File: config.mk
export PLATFORM = sky130hd
export DESIGN_NAME = single_wire_humidity_sensor_reader_flat
export DESIGN_NICKNAME = d
export VERILOG_FILES = /design/src/hdl/shr_pkg.sv /design/src/hdl/shr_if.sv /design/src/hdl/shr_core.sv /design/src/hdl/single_wire_humidity_sensor_reader.sv /design/src/flat_wrapper.sv
export SDC_FILE = /design/constraint.sdc
export NUM_CORES = 1
export LEC_CHECK = 0
export BUFFER_PORTS_ARGS = -buffer_cell sky130_fd_sc_hd__buf_4
export CORE_MARGIN = 4
export CORE_UTILIZATION = 61
export CTS_BUF_LIST = sky130_fd_sc_hd__clkbuf_8 sky130_fd_sc_hd__clkbuf_16
export DETAILED_ROUTE_END_ITERATION = 12
export PLACE_DENSITY = 0.91
export SLEW_MARGIN = 40
export SYNTH_ARGS = -nofsm -noshare
export SYNTH_HDL_FRONTEND = slang
export SYNTH_SLANG_ARGS = --single-unit
File: constraint.sdc
create_clock -name clk_i -period 6.4 [get_ports clk_i]
set_input_delay 0.32 -clock clk_i [delete_from_list [all_inputs] [get_ports clk_i]]
set_output_delay 0.32 -clock clk_i [all_outputs]
set_load 0.1 [all_outputs]
File: src/hdl/shr_pkg.sv
// Package for the single-wire humidity sensor reader.
// Holds widths, configuration reset values, phase codes and the shared structs.
// Depends on nothing.
package shr_pkg;

  localparam int unsigned MaxEdges = 85;

  localparam logic [19:0] PrehighReset  = 20'd500000;
  localparam logic [19:0] StartLowReset = 20'd20000;
  localparam logic [15:0] ThresholdReset = 16'd200;
  localparam logic [15:0] TimeoutReset   = 16'd1000;

  localparam logic [5:0] BitsStored = 6'd40;
  localparam logic [5:0] BitsMax    = 6'd63;
  localparam logic [5:0] BitsForSum = 6'd39;
  localparam logic [7:0] FirstDataEdge = 8'd3;

  typedef enum logic [1:0] {
    CfgPrehigh   = 2'd0,
    CfgStartLow  = 2'd1,
    CfgThreshold = 2'd2,
    CfgTimeout   = 2'd3
  } cfg_idx_e;

  typedef enum logic [4:0] {
    PhIdle    = 5'b00001,
    PhHigh    = 5'b00010,
    PhLow     = 5'b00100,
    PhWait    = 5'b01000,
    PhMeasure = 5'b10000
  } phase_e;

  typedef struct packed {
    logic [19:0] prehigh_ticks;
    logic [19:0] start_low_ticks;
    logic [15:0] bit_threshold;
    logic [15:0] timeout_ticks;
  } cfg_t;

  typedef struct packed {
    logic       drive_enable;
    logic       drive_level;
    logic       done_res;
    logic       checksum_ok;
    logic       timed_out;
    logic [7:0] humidity_whole;
    logic [7:0] humidity_fraction;
    logic [7:0] temperature_whole;
    logic [7:0] temperature_fraction;
    logic [7:0] check_byte;
    logic [5:0] bits_received;
  } res_t;

  function automatic logic [19:0] at_least_one(logic [19:0] v);
    return (v == 20'd0) ? 20'd1 : v;
  endfunction

endpackage

File: src/hdl/shr_if.sv
// Valid/ready channel interfaces for the sensor reader: input ticks and results.
// Standalone; payload widths follow the item definitions.
interface shr_in_if;
  logic valid;
  logic ready;
  logic kind;
  logic pin_level;

  modport source (output valid, output kind, output pin_level, input ready);
  modport sink   (input valid, input kind, input pin_level, output ready);
endinterface

interface shr_out_if;
  logic       valid;
  logic       ready;
  logic       drive_enable;
  logic       drive_level;
  logic       done_res;
  logic       checksum_ok;
  logic       timed_out;
  logic [7:0] humidity_whole;
  logic [7:0] humidity_fraction;
  logic [7:0] temperature_whole;
  logic [7:0] temperature_fraction;
  logic [7:0] check_byte;
  logic [5:0] bits_received;

  modport source (
    output valid, output drive_enable, output drive_level, output done_res,
    output checksum_ok, output timed_out, output humidity_whole,
    output humidity_fraction, output temperature_whole, output temperature_fraction,
    output check_byte, output bits_received, input ready
  );
  modport sink (
    input valid, input drive_enable, input drive_level, input done_res,
    input checksum_ok, input timed_out, input humidity_whole,
    input humidity_fraction, input temperature_whole, input temperature_fraction,
    input check_byte, input bits_received, output ready
  );
endinterface

File: src/hdl/shr_core.sv
// Read sequencer state and per-tick update logic for the sensor reader.
// Depends on shr_pkg for phase codes, config and result structs.
module shr_core (
  input  logic          clk_i,
  input  logic          rst_ni,
  input  logic          accept_i,
  input  logic          kind_i,
  input  logic          pin_level_i,
  input  shr_pkg::cfg_t cfg_i,
  output shr_pkg::res_t res_o
);

  shr_pkg::phase_e phase_q, phase_d;
  logic [19:0] run_cnt_q, run_cnt_d;
  logic        prev_lvl_q, prev_lvl_d;
  logic [7:0]  trans_q, trans_d;
  logic [5:0]  bit_idx_q, bit_idx_d;
  logic [7:0]  bytes_q [5];
  logic [7:0]  bytes_d [5];

  logic [19:0] run_inc;
  logic [19:0] limit;
  logic [7:0]  trans_inc;
  logic [7:0]  sum;
  logic        done, tmo;

  assign run_inc   = run_cnt_q + 20'd1;
  assign trans_inc = trans_q + 8'd1;
  assign limit     = shr_pkg::at_least_one({4'd0, cfg_i.timeout_ticks});

  always_comb begin
    phase_d    = phase_q;
    run_cnt_d  = run_cnt_q;
    prev_lvl_d = prev_lvl_q;
    trans_d    = trans_q;
    bit_idx_d  = bit_idx_q;
    bytes_d    = bytes_q;
    done       = 1'b0;
    tmo        = 1'b0;
    if (accept_i) begin
      if (kind_i) begin
        phase_d    = shr_pkg::PhHigh;
        run_cnt_d  = 20'd0;
        prev_lvl_d = 1'b1;
        trans_d    = 8'd0;
        bit_idx_d  = 6'd0;
        for (int i = 0; i < 5; i++) bytes_d[i] = 8'd0;
      end else begin
        case (phase_q)
          shr_pkg::PhHigh: begin
            run_cnt_d = run_inc;
            if (run_inc >= shr_pkg::at_least_one(cfg_i.prehigh_ticks)) begin
              phase_d   = shr_pkg::PhLow;
              run_cnt_d = 20'd0;
            end
          end
          shr_pkg::PhLow: begin
            run_cnt_d = run_inc;
            if (run_inc >= shr_pkg::at_least_one(cfg_i.start_low_ticks)) begin
              phase_d   = shr_pkg::PhWait;
              run_cnt_d = 20'd0;
            end
          end
          shr_pkg::PhWait: begin
            if (!pin_level_i) begin
              phase_d    = shr_pkg::PhMeasure;
              prev_lvl_d = 1'b0;
              run_cnt_d  = 20'd0;
              trans_d    = 8'd1;
              if (8'd1 >= 8'(shr_pkg::MaxEdges)) begin
                phase_d = shr_pkg::PhIdle;
                done    = 1'b1;
              end
            end else begin
              run_cnt_d = run_inc;
              if (run_inc >= limit) begin
                phase_d = shr_pkg::PhIdle;
                done    = 1'b1;
                tmo     = 1'b1;
              end
            end
          end
          shr_pkg::PhMeasure: begin
            if (pin_level_i == prev_lvl_q) begin
              run_cnt_d = run_inc;
              if (run_inc >= limit) begin
                phase_d = shr_pkg::PhIdle;
                done    = 1'b1;
                tmo     = 1'b1;
              end
            end else begin
              if (trans_q >= shr_pkg::FirstDataEdge && !trans_q[0]) begin
                if (bit_idx_q < shr_pkg::BitsStored) begin
                  bytes_d[bit_idx_q[5:3]] = {bytes_q[bit_idx_q[5:3]][6:0],
                                             run_cnt_q > {4'd0, cfg_i.bit_threshold}};
                end
                if (bit_idx_q < shr_pkg::BitsMax) bit_idx_d = bit_idx_q + 6'd1;
              end
              prev_lvl_d = pin_level_i;
              run_cnt_d  = 20'd0;
              trans_d    = trans_inc;
              if (trans_inc >= 8'(shr_pkg::MaxEdges) || trans_inc == 8'd0) begin
                phase_d = shr_pkg::PhIdle;
                done    = 1'b1;
              end
            end
          end
          default: phase_d = shr_pkg::PhIdle;
        endcase
      end
    end
  end

  always_ff @(posedge clk_i or negedge rst_ni) begin
    if (!rst_ni) begin
      phase_q    <= shr_pkg::PhIdle;
      run_cnt_q  <= 20'd0;
      prev_lvl_q <= 1'b1;
      trans_q    <= 8'd0;
      bit_idx_q  <= 6'd0;
      for (int i = 0; i < 5; i++) bytes_q[i] <= 8'd0;
    end else begin
      phase_q    <= phase_d;
      run_cnt_q  <= run_cnt_d;
      prev_lvl_q <= prev_lvl_d;
      trans_q    <= trans_d;
      bit_idx_q  <= bit_idx_d;
      bytes_q    <= bytes_d;
    end
  end

  assign sum = bytes_d[0] + bytes_d[1] + bytes_d[2] + bytes_d[3];

  always_comb begin
    res_o.drive_enable         = (phase_d == shr_pkg::PhHigh) || (phase_d == shr_pkg::PhLow);
    res_o.drive_level          = (phase_d == shr_pkg::PhHigh);
    res_o.done_res             = done;
    res_o.checksum_ok          = (bit_idx_d >= shr_pkg::BitsForSum) && (bytes_d[4] == sum);
    res_o.timed_out            = tmo;
    res_o.humidity_whole       = bytes_d[0];
    res_o.humidity_fraction    = bytes_d[1];
    res_o.temperature_whole    = bytes_d[2];
    res_o.temperature_fraction = bytes_d[3];
    res_o.check_byte           = bytes_d[4];
    res_o.bits_received        = bit_idx_d;
  end

endmodule

File: src/hdl/single_wire_humidity_sensor_reader.sv
// Top level of the single-wire humidity sensor reader.
// Depends on shr_pkg, shr_if (shr_in_if, shr_out_if) and shr_core.
//
//   channel   direction  contents
//   in_i      sink       kind, pin_level (one transaction per tick)
//   out_o     source     drive, flags, five bytes, bits_received
//   cfg_*     write      index 0..3, data up to 20 bits
//
// Each input transaction yields one result, registered and shown in the next
// cycle; one transaction per cycle is sustained while out_o.ready is high.
// in_i.ready drops only while a result waits and out_o.ready is low. Reset puts
// the sequencer idle, the bytes at zero and the config registers at their
// defaults.
module single_wire_humidity_sensor_reader (
  input  logic        clk_i,
  input  logic        rst_ni,
  input  logic        cfg_we_i,
  input  logic [1:0]  cfg_index_i,
  input  logic [19:0] cfg_data_i,
  shr_in_if.sink      in_i,
  shr_out_if.source   out_o
);

  shr_pkg::cfg_t cfg_q;
  shr_pkg::res_t res_d, res_q;
  logic          out_valid_q, out_valid_d;
  logic          accept;

  assign in_i.ready = !out_valid_q || out_o.ready;
  assign accept     = in_i.valid && in_i.ready;

  always_ff @(posedge clk_i or negedge rst_ni) begin
    if (!rst_ni) begin
      cfg_q.prehigh_ticks   <= shr_pkg::PrehighReset;
      cfg_q.start_low_ticks <= shr_pkg::StartLowReset;
      cfg_q.bit_threshold   <= shr_pkg::ThresholdReset;
      cfg_q.timeout_ticks   <= shr_pkg::TimeoutReset;
    end else if (cfg_we_i) begin
      case (cfg_index_i)
        shr_pkg::CfgPrehigh:   cfg_q.prehigh_ticks   <= cfg_data_i;
        shr_pkg::CfgStartLow:  cfg_q.start_low_ticks <= cfg_data_i;
        shr_pkg::CfgThreshold: cfg_q.bit_threshold   <= cfg_data_i[15:0];
        shr_pkg::CfgTimeout:   cfg_q.timeout_ticks   <= cfg_data_i[15:0];
        default: ;
      endcase
    end
  end

  shr_core u_core (
    .clk_i       (clk_i),
    .rst_ni      (rst_ni),
    .accept_i    (accept),
    .kind_i      (in_i.kind),
    .pin_level_i (in_i.pin_level),
    .cfg_i       (cfg_q),
    .res_o       (res_d)
  );

  always_comb begin
    out_valid_d = out_valid_q;
    if (accept) begin
      out_valid_d = 1'b1;
    end else if (out_o.ready) begin
      out_valid_d = 1'b0;
    end
  end

  always_ff @(posedge clk_i or negedge rst_ni) begin
    if (!rst_ni) begin
      out_valid_q <= 1'b0;
    end else begin
      out_valid_q <= out_valid_d;
    end
  end

  always_ff @(posedge clk_i) begin
    if (accept) begin
      res_q <= res_d;
    end
  end

  assign out_o.valid                = out_valid_q;
  assign out_o.drive_enable         = res_q.drive_enable;
  assign out_o.drive_level          = res_q.drive_level;
  assign out_o.done_res             = res_q.done_res;
  assign out_o.checksum_ok          = res_q.checksum_ok;
  assign out_o.timed_out            = res_q.timed_out;
  assign out_o.humidity_whole       = res_q.humidity_whole;
  assign out_o.humidity_fraction    = res_q.humidity_fraction;
  assign out_o.temperature_whole    = res_q.temperature_whole;
  assign out_o.temperature_fraction = res_q.temperature_fraction;
  assign out_o.check_byte           = res_q.check_byte;
  assign out_o.bits_received        = res_q.bits_received;

endmodule
File: src/flat_wrapper.sv
// flat-port wrapper written by rule: the top's interface ports become plain ports
module single_wire_humidity_sensor_reader_flat 
  (clk_i, rst_ni, cfg_we_i, cfg_index_i, cfg_data_i, in_i_valid, in_i_kind, in_i_pin_level, in_i_ready, out_o_valid, out_o_drive_enable, out_o_drive_level, out_o_done_res, out_o_checksum_ok, out_o_timed_out, out_o_humidity_whole, out_o_humidity_fraction, out_o_temperature_whole, out_o_temperature_fraction, out_o_check_byte, out_o_bits_received, out_o_ready);
  shr_in_if in_i_i ();
  shr_out_if out_o_i ();
  input  logic clk_i;
  input  logic rst_ni;
  input  logic cfg_we_i;
  input  logic [1:0] cfg_index_i;
  input  logic [19:0] cfg_data_i;
  input wire logic [$bits(in_i_i.valid)-1:0] in_i_valid;
  input wire logic [$bits(in_i_i.kind)-1:0] in_i_kind;
  input wire logic [$bits(in_i_i.pin_level)-1:0] in_i_pin_level;
  output wire logic [$bits(in_i_i.ready)-1:0] in_i_ready;
  output wire logic [$bits(out_o_i.valid)-1:0] out_o_valid;
  output wire logic [$bits(out_o_i.drive_enable)-1:0] out_o_drive_enable;
  output wire logic [$bits(out_o_i.drive_level)-1:0] out_o_drive_level;
  output wire logic [$bits(out_o_i.done_res)-1:0] out_o_done_res;
  output wire logic [$bits(out_o_i.checksum_ok)-1:0] out_o_checksum_ok;
  output wire logic [$bits(out_o_i.timed_out)-1:0] out_o_timed_out;
  output wire logic [$bits(out_o_i.humidity_whole)-1:0] out_o_humidity_whole;
  output wire logic [$bits(out_o_i.humidity_fraction)-1:0] out_o_humidity_fraction;
  output wire logic [$bits(out_o_i.temperature_whole)-1:0] out_o_temperature_whole;
  output wire logic [$bits(out_o_i.temperature_fraction)-1:0] out_o_temperature_fraction;
  output wire logic [$bits(out_o_i.check_byte)-1:0] out_o_check_byte;
  output wire logic [$bits(out_o_i.bits_received)-1:0] out_o_bits_received;
  input wire logic [$bits(out_o_i.ready)-1:0] out_o_ready;
  assign in_i_i.valid = in_i_valid;
  assign in_i_i.kind = in_i_kind;
  assign in_i_i.pin_level = in_i_pin_level;
  assign in_i_ready = in_i_i.ready;
  assign out_o_valid = out_o_i.valid;
  assign out_o_drive_enable = out_o_i.drive_enable;
  assign out_o_drive_level = out_o_i.drive_level;
  assign out_o_done_res = out_o_i.done_res;
  assign out_o_checksum_ok = out_o_i.checksum_ok;
  assign out_o_timed_out = out_o_i.timed_out;
  assign out_o_humidity_whole = out_o_i.humidity_whole;
  assign out_o_humidity_fraction = out_o_i.humidity_fraction;
  assign out_o_temperature_whole = out_o_i.temperature_whole;
  assign out_o_temperature_fraction = out_o_i.temperature_fraction;
  assign out_o_check_byte = out_o_i.check_byte;
  assign out_o_bits_received = out_o_i.bits_received;
  assign out_o_i.ready = out_o_ready;
  single_wire_humidity_sensor_reader u_core (.clk_i(clk_i), .rst_ni(rst_ni), .cfg_we_i(cfg_we_i), .cfg_index_i(cfg_index_i), .cfg_data_i(cfg_data_i), .in_i(in_i_i), .out_o(out_o_i));
endmodule
# After elaboration in Yosys (flattened, before gate mapping)
# Index checks and enable logic that the tools add are counted.
# W data, S select, Z words.
[word_totals]
reg_bits = 204
in_bits = 29
output_inout_bits = 53
elab_cells = 133
[op_classes]
n_addsub = 6
bitwise_logic = 1
n_lt_le_gt_ge = 11
n_eq_ne = 13
mux = 53
n_reduce_logical = 23
[ops]
columns = ["cell", "count"]
rows = [
  ["$mux W40", 6],
  ["$mux W20", 7],
  ["$pmux W20 S4", 1],
  ["$bwmux W40", 1],
  ["$ge A20 B20 Y1", 2],
  ["$logic_not A20 Y1", 2],
  ["$mux W5", 8],
  ["$mux W6", 6],
  ["$mux W8", 4],
  ["$add A8 B8 Y8", 3],
  ["$bmux W8 S3", 1],
  ["$demux W8 S3", 1],
  ["$add A20 B1 Y20 const B", 1],
  ["$ge A20 B16 Y1", 1],
  ["$gt A20 B16 Y1", 1],
  ["$pmux W5 S4", 1],
  ["$logic_not A16 Y1", 1],
  ["$mux W16", 1],
  ["$pmux W8 S2", 1],
  ["$mux W7", 2],
  ["$lt A6 B6 Y1 const B", 2],
  ["$eq A5 B2 Y1 const B", 2],
  ["$eq A5 B3 Y1 const B", 2],
  ["$mux W1", 10],
  ["26 further kinds", 40],
]

# Logic depth before layout (Yosys ltp)
[depth]
depth_word = 17
depth_mapped = 25
mapped_depth_nobuf = 25

# By module
# Synthesis repeated with hierarchy kept, for this count alone.
[unflattened]
cells_unflattened = 1084
hier_area_um2 = 11658.7
[modules_own_cells]
columns = ["mod", "area_each_um2", "seq_area_each_um2", "cells_per_inst", "instances"]
rows = [
  ["shr_core", 7315.8, 2004.4, 875, 1],
  ["single_wire_humidity_sensor_reader", 4342.9, 3384.5, 209, 1],
]

# Worst setup path before layout
# No wires, ideal clock.
[synth_timing]
path_kind = "flip-flop to flip-flop"
startpoint = "reg u_core.out_valid_q, in the netlist u_core.out_o.valid"
endpoint = "reg u_core.res_q (netlist bit u_core.out_o.checksum_ok), data pin"
slack_ns = -0.877
path_buffers = 2
arrival_ns = 6.931
required_ns = 6.054
setup_time_ns = 0.346
period_less_slack_ns = 7.277
path_stages_with_launch = 21
path_cell_list = "dfrtp_1 > nand2b_1 > nand2_1 > clkinv_1 > clkbuf_1 > and2_1 > buf_2 > mux2i_1 > nor2_1 > fa_1 > ha_1 > fa_1 > a21o_1 > a21oi_1 > o21bai_1 > a21oi_1 > xnor2_1 > xnor2_1 > xnor2_1 > xnor2_1 > a211oi_2"
[synth_rtl]
columns = ["element", "line_no", "rtl"]
rows = [
  ["from (decl)", "single_wire_humidity_sensor_reader.sv:26", "logic out_valid_q, out_valid_d;"],
  ["from (signal assigned)", "single_wire_humidity_sensor_reader.sv:72", "out_valid_q <= out_valid_d;"],
  ["to (signal assigned)", "single_wire_humidity_sensor_reader.sv:78", "res_q <= res_d;"],
  ["to (decl)", "single_wire_humidity_sensor_reader.sv:25", "shr_pkg::res_t res_d, res_q;"],
]

==> impl_metrics.ini <==
[status]
outcome = complete, no violations

[critical_path]
critPathKind = flop to flop
crit_fanout = 11
ff2ff_path_depth = 21
r2r-start = u_core.u_core.phase_q[3]$_DFF_PN0_
worstSetupStartpointType = flop
crit_arrival_ns = 6.24
critPathCaptureType = flop
r2r-end = u_core.out_o.checksum_ok$_DFFE_PP_
rrSetupSlack_ns = 0.40
critical_path_required_ns = 6.64

[global_routing]
grt_pass1_wl_um = 46660
grt_overflow = 0
antenna_found_initial = 0
grt_usage_pct = 26.61
grt_max_degree = 78
first_global_vias = 9204

[power_and_ir_drop]
power.density_nw_per_um2 = 251.2
p_leak_nw = 6.225
ir_worst_vdd_v = 0.0002302

[yosys]
synth_top_family_by_area = compound AO/OA/AOI/OAI gates
syn_inst = 1093
synth-compound-area-share_pct = 13.84
synth_ff_type = dfrtp_1
syn_area_um2 = 11590
synth.yosys.seq_area_share_pct = 46.48
async_flop_share_pct = 75.00
synth_area_per_cell_um2 = 10.61
synth-seq-cells = 204
yosysWarnings = 0
synthXorXnorAreaFrac_pct = 2.568
ys_types = 77
syn_nets = 1219
synth-edff-count = 51
synth_fa_ha_area_share_pct = 11.37
synth_mux_area_share_pct = 7.942
synth-simple-area-share_pct = 13.14

[final_layout]
nNetsFinal = 1301
num-fill-cells = 1276
multi_input_area_um2 = 5704
syn_to_final_growth_pct = 13.77
regArea_um2 = 5389
layout-drive-gt1-share_pct = 19.16
antennaDiodeCount = 0
fin_util_pct = 70.52

[placement]
hpwl_um = 20650
gp_congestion = 0.9467
port_buffers = 81

[sta]
max_freq_mhz = 166.6
worst_slew_pin_slew_ns = 0.8360
setup_viol = 0
post-route-period-util_pct = 93.79
fin_tns_setup_ns = 0
rsz0062_at_grt = no
maxSlewViolCount = 0
slew_headroom_pct = 44.11
hold_viol_final = 0
period_needed_ns = 6.003
skew_ns = 0.01177

[floorplan]
start_util_pct = 61.99
die_y_um = 145.9
die_area_um2 = 21280
ios = 82
die_w_um = 145.9
core_um2 = 18710
fp-row-count = 50

[worst_hold_path]
min_from = in_i_valid
holdPathStages = 2
hp-class = primary input to flop
hold-path-endpoint = u_core.out_o.valid$_DFFE_PN0P_

[clock_tree]
clock-sinks = 204
cts_tree = done
postCtsSetupBuffers = 0
path_clk_slew_ns = 0.06
clock-root-buffer = clkbuf_16
cts_max_level = 1
cts_made_buffers = 22
clockBufferDepth = 3
insertion_delay_ns = 0.51

[route]
vias = 9064
routed_wl_um = 28550
detail_route.wl_per_cell_um = 20.05
drtPass1Iterations = 5
vias_per_cell = 6.365
ant_nets = 0
drt_iter0_drc = 808
post-route-drc-count = 0

[flow_run]
maxCapViolCount = 0
==> synth_stat cells, drive strengths merged, types with 21 or more instances <==
cell type  number  area, um^2
nand4          21       137.6
a21o           23       172.7
dfrtp         130        3253
a21oi          54       274.0
nand3          21       105.1
inv            95       356.6
nand2          78       292.8
nor2           66       247.7
mux2i          29       290.3
xnor2          22       192.7
ha             83        1039
o21ai          71       355.3
mux2           56       630.6
dfstp          23       604.3
clkbuf         30       112.6
edfxtp         51        1531
==> worst max-delay path, stage by stage, from the launching register on <==
cell      delay (ns)
dfrtp_1         0.46
or4b_4          0.59
nor4_4          0.22
buf_4           0.20
and3_4          0.28
nor3b_1         0.27
buf_4           0.27
mux2i_1         0.20
nor2_1          0.10
fa_1            0.61
fa_1            0.43
ha_1            0.24
fa_1            0.44
a21o_1          0.21
a21oi_1         0.23
o21bai_1        0.10
a21oi_1         0.17
xnor2_1         0.17
xnor2_1         0.16
xnor2_1         0.16
xnor2_1         0.16
a211oi_2        0.06
==> report_power, final <==
group | internal (mW) | leakage (nW) | switching (mW)
Sequential | 1.47 | 2.46 | 0.0868
Combinational | 0.193 | 3.40 | 0.348
Clock | 0.720 | 0.368 | 0.501
Total | 2.38 | 6.22 | 0.935
==> layout make-up <==
cell class | count | share of cell area, %
timing repair buffer | 97 | 5.653
sequential | 204 | 40.85
clock buffer | 26 | 4.676
clock inverter | 13 | 0.6260
tap | 234 | 2.219
inverter | 96 | 2.732
multi-input combinational | 754 | 43.24
==> sequential cells by signal, summed over array words and instances, names as in the netlist <==
name,flops
u_core.cfg_q,72
u_core.u_core.bytes_q,40
u_core.u_core.run_cnt_q,20
u_core.out_o.check_byte,8
u_core.out_o.humidity_fraction,8
u_core.out_o.humidity_whole,8
u_core.out_o.temperature_fraction,8
u_core.out_o.temperature_whole,8
u_core.u_core.trans_q,8
u_core.out_o.bits_received,6
u_core.u_core.bit_idx_q,6
u_core.u_core.phase_q,5
u_core.out_o.checksum_ok,1
u_core.out_o.done_res,1
u_core.out_o.drive_enable,1
u_core.out_o.drive_level,1
u_core.out_o.timed_out,1
u_core.out_o.valid,1
u_core.u_core.prev_lvl_q,1
==> through the flow <==
step	std cells	hold slack [ns]	setup WS, ns	total power [mW]	instance area (um^2)
floorplan	1093	0.02441	0.1920	1.929	11600
global placement	1382	0.3967	0.6172	2.065	12430
detailed placement	1384	0.4045	0.4205	2.101	12470
CTS	1424	0.03874	0.4284	3.326	13180
global route	1424	0.04950	0.07743	3.451	13190
finish	1424	0.04419	0.3972	3.314	13190
==> how the worst max path moves through the flow <==
stage	startpoint	endpoint	slack [ns]	cells after the start
after floorplan	u_core.out_o.valid$_DFFE_PN0P_	u_core.out_o.checksum_ok$_DFFE_PP_	0.19	22
after global placement	u_core.u_core.phase_q[3]$_DFF_PN0_	u_core.out_o.checksum_ok$_DFFE_PP_	0.62	21
after detailed placement	u_core.u_core.trans_q[4]$_DFFE_PN0P_	u_core.out_o.checksum_ok$_DFFE_PP_	0.42	20
after CTS	u_core.u_core.trans_q[4]$_DFFE_PN0P_	u_core.out_o.checksum_ok$_DFFE_PP_	0.43	20
after global routing	u_core.u_core.phase_q[3]$_DFF_PN0_	u_core.out_o.checksum_ok$_DFFE_PP_	0.08	21
final	u_core.u_core.phase_q[3]$_DFF_PN0_	u_core.out_o.checksum_ok$_DFFE_PP_	0.40	21
==> what timing repair did <==
action / CTS / global route
resized for setup: 0 / 0
hold buffers: 1 / 0
endpoints found under the hold margin: 70 / 0
==> routing by layer <==
layer	vias up	share of wire, %	GRT usage, %
met5	-	0	0
met4	0	3.7	10.02
met3	88	7.0	3.644
met2	449	50	46.15
met1	4404	39	34.17
li1	4123	-	-
==> cells by family after synthesis <==
logic type | count (synthesis)
buffers and inverters | 135
XOR/XNOR | 34
adder cells (fa/ha/maj) | 97
AO/OA/AOI/OAI | 244
flip-flops | 204
AND/OR/NAND/NOR | 294
multiplexers | 85
==> layout by cell type, fill, tap and decap left out, drive strengths merged, types with 9 or more instances in the layout <==
cell,count
dfrtp,130
a211oi,12
mux2i,29
nand2b,11
nor4,17
xnor2,22
clkbuf,26
buf,96
and3,17
a21oi,54
xor2,12
nand2,78
mux2,56
edfxtp,51
fa,14
a31oi,11
nand3,21
nand4,21
ha,83
o21ai,71
inv,102
a21o,23
dfstp,23
nor2,66
a22o,12
nor3,12
nor2b,9
(Power assumes the default switching activity.)
